<file path="src/f2h_pkg.sv">
// ----------------------------------------------------------------------------
// f2h_pkg: shared types, mode codes and conversion functions
// Holds the binary32/binary16 narrowing, widening and truncation logic.
// ----------------------------------------------------------------------------
package f2h_pkg;

    localparam logic [1:0] MODE_TO_HALF   = 2'd0;
    localparam logic [1:0] MODE_TO_SINGLE = 2'd1;
    localparam logic [1:0] MODE_ROUND     = 2'd2;
    localparam logic [1:0] MODE_TRUNC     = 2'd3;

    localparam logic [15:0] HALF_QNAN = 16'h7e00;
    localparam logic [15:0] HALF_INF  = 16'h7c00;

    typedef logic [31:0] word_t;
    typedef logic [15:0] half_t;

    function automatic half_t narrow_to_half(input word_t bits);
        logic [15:0] sgn;
        logic [7:0]  expo;
        logic [22:0] mant;
        logic [23:0] full;
        logic [24:0] sum;
        logic [4:0]  sh;
        logic [23:0] r;
        half_t       res;
        sgn  = {bits[31], 15'd0};
        expo = bits[30:23];
        mant = bits[22:0];
        full = {1'b1, mant};
        sh   = 5'd0;
        sum  = '0;
        r    = '0;
        if (expo == 8'hff) begin
            res = sgn | ((mant != '0) ? HALF_QNAN : HALF_INF);
        end
        else if (expo >= 8'd143) begin
            res = sgn | HALF_INF;
        end
        else if (expo <= 8'd112) begin
            if (expo < 8'd102) begin
                res = sgn;
            end
            else begin
                // shift of 14 - (expo - 112) = 126 - expo, 14..24
                sh  = 5'(8'd126 - expo);
                sum = {1'b0, full} + (25'd1 << (sh - 5'd1));
                res = sgn | 16'(sum >> sh);
            end
        end
        else begin
            r = {1'b0, mant} + 24'h1000;
            if (r[23]) begin
                if (expo == 8'd142)
                    res = sgn | HALF_INF;
                else
                    res = sgn | {1'b0, 5'(expo - 8'd111), 10'd0};
            end
            else begin
                res = sgn | {1'b0, 5'(expo - 8'd112), r[22:13]};
            end
        end
        return res;
    endfunction

    function automatic word_t widen_to_single(input half_t h);
        logic [4:0] expo;
        logic [9:0] mant;
        logic [3:0] lz;
        logic [9:0] norm;
        word_t      res;
        expo = h[14:10];
        mant = h[9:0];
        lz   = 4'd0;
        // leading-zero count over the 10-bit subnormal mantissa
        for (int i = 0; i < 10; i++) begin
            if (mant[i])
                lz = 4'(9 - i);
        end
        norm = 10'(mant << (lz + 4'd1));
        if (expo == 5'd0) begin
            if (mant == '0)
                res = {h[15], 31'd0};
            else
                res = {h[15], 8'(8'd112 - {4'd0, lz}), norm, 13'd0};
        end
        else if (expo == 5'd31) begin
            res = {h[15], 8'hff, mant, 13'd0};
        end
        else begin
            res = {h[15], 8'({3'd0, expo} + 8'd112), mant, 13'd0};
        end
        return res;
    endfunction

    function automatic word_t truncate_to_int(input word_t bits);
        logic [7:0]  expo;
        logic [4:0]  fb;
        word_t       res;
        expo = bits[30:23];
        fb   = 5'(8'd150 - expo);
        if (expo == 8'hff && bits[22:0] != '0)
            res = '0;
        else if (expo >= 8'd158)
            res = bits[31] ? 32'hcf000000 : 32'h4f000000;
        else if (expo < 8'd127)
            res = '0;
        else if (expo >= 8'd150)
            res = bits;
        else
            res = bits & ~((32'd1 << fb) - 32'd1);
        return res;
    endfunction

endpackage

</file>
<file path="src/fp32_fp16_store_rounding.sv">
// Each accepted item is captured in the input register, then in the result register that drives result_bits.
// Throughput: one item per cycle while out_stall is low; the conversion is one combinational pass.
// Result register stalls propagate back through the input stage.
// Reset clears the valid flags only; no clearing pass.
// ----------------------------------------------------------------------------
// fp32_fp16_store_rounding: binary32/binary16 converter
// Narrows, widens, rounds through half, or truncates to integer per req_type.
// ----------------------------------------------------------------------------
module fp32_fp16_store_rounding
    import f2h_pkg::*;
(
    input  logic        clk,
    input  logic        rst_n,
    input  logic        in_valid,
    output logic        in_stall,
    input  logic [1:0]  req_type,
    input  logic [31:0] value_bits,
    output logic        out_valid,
    input  logic        out_stall,
    output logic [31:0] result_bits
);

    logic        s1_valid_reg;
    logic [1:0]  s1_type_reg;
    word_t       s1_value_reg;
    logic        s2_valid_reg;
    word_t       s2_result_reg;
    word_t       result_next;
    logic        s2_load;
    logic        s1_load;

    assign s2_load  = !s2_valid_reg || !out_stall;
    assign s1_load  = !s1_valid_reg || s2_load;
    assign in_stall = !s1_load;

    always_comb
    begin
        case (s1_type_reg)
            MODE_TO_HALF:   result_next = {16'd0, narrow_to_half(s1_value_reg)};
            MODE_TO_SINGLE: result_next = widen_to_single(s1_value_reg[15:0]);
            MODE_ROUND:     result_next = widen_to_single(narrow_to_half(s1_value_reg));
            default:        result_next = truncate_to_int(s1_value_reg);
        endcase
    end

    always_ff @(posedge clk or negedge rst_n)
    begin
        if (!rst_n)
        begin
            s1_valid_reg <= 1'b0;
            s2_valid_reg <= 1'b0;
        end
        else
        begin
            if (s1_load)
                s1_valid_reg <= in_valid;
            if (s2_load)
                s2_valid_reg <= s1_valid_reg;
        end
    end

    always_ff @(posedge clk)
    begin
        if (s1_load && in_valid)
        begin
            s1_type_reg  <= req_type;
            s1_value_reg <= value_bits;
        end
        if (s2_load && s1_valid_reg)
            s2_result_reg <= result_next;
    end

    assign out_valid   = s2_valid_reg;
    assign result_bits = s2_result_reg;

`ifndef SYNTH
    // hold the result while the consumer stalls
    a_hold: assert property (@(posedge clk) disable iff (!rst_n)
        out_valid && out_stall |=> out_valid && $stable(result_bits))
        else $error("result changed under stall");
    // a full pipe with a stalled output must stall the input
    a_back: assert property (@(posedge clk) disable iff (!rst_n)
        s1_valid_reg && s2_valid_reg && out_stall |-> in_stall)
        else $error("input taken with full pipe");
    // an accepted item reaches the result stage when it is free
    a_move: assert property (@(posedge clk) disable iff (!rst_n)
        s1_valid_reg && s2_load |=> s2_valid_reg)
        else $error("item lost between stages");
`endif

endmodule

</file>
<file path="config.mk">
export PLATFORM = sky130hd
export DESIGN_NAME = fp32_fp16_store_rounding
export DESIGN_NICKNAME = d
export VERILOG_FILES = /design/src/f2h_pkg.sv /design/src/fp32_fp16_store_rounding.sv
export SDC_FILE = /design/constraint.sdc
export NUM_CORES = 1
export LEC_CHECK = 0
export BUFFER_PORTS_ARGS = -buffer_cell sky130_fd_sc_hd__buf_2
export CAP_MARGIN = 40
export CORE_MARGIN = 4
export CORE_UTILIZATION = 40
export DETAILED_ROUTE_END_ITERATION = 10
export GPL_TIMING_DRIVEN = 0
export PLACE_DENSITY_LB_ADDON = 0.2
export RECOVER_POWER = 50
export REMOVE_ABC_BUFFERS = 1
export SYNTH_ARGS = -nofsm -noshare
export SYNTH_HDL_FRONTEND = slang
export SYNTH_SLANG_ARGS = --single-unit
</file>
<file path="constraint.sdc">
create_clock -name clk -period 7.6 [get_ports clk]
set_input_delay 0.38 -clock clk [delete_from_list [all_inputs] [get_ports clk]]
set_output_delay 0.38 -clock clk [all_outputs]
set_load 0.02 [all_outputs]
</file>
==> impl_metrics.env <==
export IMPL_status="finished with violations"
export IMPL_violations="max-capacitance violations, max-slew violations"
export IMPL_syn_area_um2=9590
export IMPL_wl_per_cell_um=23.8
export IMPL_final_cell_mix="nand2_1, nor2_1, a21oi_1, o21ai_0, edfxtp_1"
export IMPL_synth_edf_count=66
export IMPL_gp_congestion=1.04
export IMPL_arrival_ns=7.69
export IMPL_instances_no_fill=1663
export IMPL_cts_buffers=9
export IMPL_postLayoutCellArea_um2=11200
export IMPL_grt_pass1_vias=10100
export IMPL_clk_latency_ns=0.35
export IMPL_ir_drop_mv=0.147
export IMPL_drc=0
export IMPL_p_total_mw=1.87
export IMPL_cp_num_buf_inv=4
export IMPL_hold_viol_final=0
export IMPL_cts_root_buf="clkbuf_16"
export IMPL_drv_slew=29
export IMPL_portBuffers=71
export IMPL_timing_reg2reg_setup_slack_ns=0.11
export IMPL_layout_commonest_cell="nand2_1"
export IMPL_path_delay_family="compound AO/OA/AOI/OAI gates"
export IMPL_cp_depth=30
export IMPL_synth_seq_cells=68
export IMPL_p_leak_nw=4.16
export IMPL_cts_tree="built"
export IMPL_hpwl_um=29900
export IMPL_fmax_mhz=133
export IMPL_drive_gt1_share_pct=16.4
export IMPL_maxCapViolations=1
export IMPL_final_core_util_pct=47.7
export IMPL_slowest_delay_ns=0.50
export IMPL_synth_cells=1288
export IMPL_cp_start_kind="register"
export IMPL_rows=56
export IMPL_grt_pass1_wl_um=58900
export IMPL_clk_path_buf_depth=2
export IMPL_whs_path_depth=1
export IMPL_vias=11100
export IMPL_grt_use_total_pct=28.5
export IMPL_endpoint_kind="register"
export IMPL_hold_class="input pin to register"
export IMPL_pin_count=72
export IMPL_finalWirelength_um=39600
export IMPL_clkTransAtPathRegs_ns=0.06
export IMPL_syn_to_final_growth_pct=17.1
export IMPL_fin_crit_ns=7.49
export IMPL_htree_levels=3
export IMPL_fin_crit_sh_pct=98.6
export IMPL_core_area_um2=23500
export IMPL_worst_pin_slew_ns=1.50
export IMPL_place_area_um2=10300
export IMPL_grt_overflow_total=0
export IMPL_routed_via_density=6.70
export IMPL_fp_dieW_um=163
export IMPL_grt_max_degree=30
export IMPL_antenna_found_initial=0
export IMPL_nets=1422
export IMPL_ys_seq_area_share_pct=21.2
export IMPL_worstSetupPathType="register to register"
export IMPL_path_max_fanout=11
export IMPL_n_antenna_cell=0
export IMPL_crit_required_ns=7.79
export IMPL_setup_viol=0
export IMPL_drt_iter0_drc=1296
export IMPL_yosysWarnings=0
export IMPL_dpl_cell_count=1612
export IMPL_clock_skew_ns=0.0114
export IMPL_power_density_nw_per_um2=167
export IMPL_avgSynthCellArea_um2=7.45
export IMPL_initial_core_util_pct=40.7
export IMPL_relSlewSlack_pct=-0.146
export IMPL_timing_hold_ws_ns=0.203
export IMPL_ant_nets=0
export IMPL_synth_flop_cell="edfxtp_1"
export IMPL_firstDrtPassIters=6
export IMPL_crit_slowest_cell="edfxtp_1"
export IMPL_dieArea_um2=26500
export IMPL_numClockSinks=68
export IMPL_rr_worst_depth=30
export IMPL_fp_dieH_um=163
export IMPL_yosysUniqueCellTypes=94
export IMPL_synth_async_reset_ratio_pct=2.94
## worst paths after layout
| check | start | to |
|---|---|---|
| max | s1_value_reg[24]$_DFFE_PP_ | result_bits[22]$_DFFE_PP_ |
| max in group asynchronous | rst_n | out_valid$_DFFE_PN0P_ |
| min reg2reg | s1_valid_reg$_DFFE_PN0N_ | out_valid$_DFFE_PN0P_ |
| min in group asynchronous | rst_n | s1_valid_reg$_DFFE_PN0N_ |
| max reg2reg | s1_value_reg[24]$_DFFE_PP_ | result_bits[22]$_DFFE_PP_ |
| min | req_type[0] | s1_type_reg[0]$_DFFE_PP_ |
## worst reg2reg max path, delay by kind of cell, from the launching register on
kind,cells,cell delay [ns]
adder cells (fa/ha/maj),3,0.80
AO/OA/AOI/OAI,16,4.37
buffers and inverters,4,0.74
flip-flops,1,0.50
XOR/XNOR,1,0.23
AND/OR/NAND/NOR,6,0.71
## Yosys cell counts, types with 17 or more instances
cell	instances	area share, %
a211oi_1	21	1.6
a21o_1	17	1.3
a21oi_1	106	5.5
and2_1	30	2.0
clkbuf_1	57	2.2
edfxtp_1	66	21
ha_1	44	5.7
inv_1	25	0.98
mux2i_1	18	1.9
nand2_1	162	6.3
nand3_1	46	2.4
nand4_1	17	1.1
nor2_1	123	4.8
nor3_1	33	1.7
o211ai_1	29	2.3
o21ai_0	92	4.8
xnor2_1	28	2.6
## area by class of cell
| cell class | instances | area, µm² |
|---|---|---|
| Inverter | 28 | 113 |
| Multi-Input combinational cell | 1114 | 7590 |
| Fill cell | 2372 | 12300 |
| Tap cell | 319 | 399 |
| Sequential cell | 68 | 2030 |
| Clock buffer | 9 | 225 |
| Timing Repair Buffer | 118 | 769 |
| Clock inverter | 7 | 100 |
## per-stage QoR
step / setup TNS [ns] / setup WS, ns
after floorplan: -3.31 / -0.653
after global placement: -65.18 / -3.48
after detailed placement: -33.68 / -2.54
after CTS: 0 / 0.0400
after global routing: -0.217 / -0.0959
final: 0 / 0.105
## routing by layer
| layer | up-vias | routed length, µm | GRT usage, % |
|---|---|---|---|
| li1 | 5073 | - | - |
| met1 | 5239 | 16000 | 38.1 |
| met2 | 684 | 17600 | 44.7 |
| met3 | 148 | 3750 | 4.53 |
| met4 | 0 | 2290 | 14.1 |
| met5 | - | 0 | 0 |
## logic make-up (layout without fill, tap and decap cells)
kind of cell | Yosys count | count (layout) | synth area share (%)
AND/OR/NAND/NOR | 504 | 504 | 25.0
buffers and inverters | 106 | 162 | 4.49
flip-flops | 68 | 68 | 21.2
AO/OA/AOI/OAI | 494 | 494 | 36.1
XOR/XNOR | 45 | 45 | 4.19
multiplexers | 26 | 26 | 3.13
adder cells (fa/ha/maj) | 45 | 45 | 5.95
## timing repair
action                                 in CTS  in global routing
buffers inserted                           20                 14
gates cloned                                0                  0
gates resized for setup                    42                 49
pin swaps                                  11                 14
hold buffers                                1                  0
endpoints found under the hold margin       2                  0
setup endpoints to repair                  25                 16
## report_power, final
part	total (mW)	switching [mW]	internal [mW]
logic	0.921	0.592	0.329
registers	0.497	0.0460	0.451
clock network	0.456	0.167	0.289
total	1.87	0.805	1.07
Power figures use the tool's default switching activity.
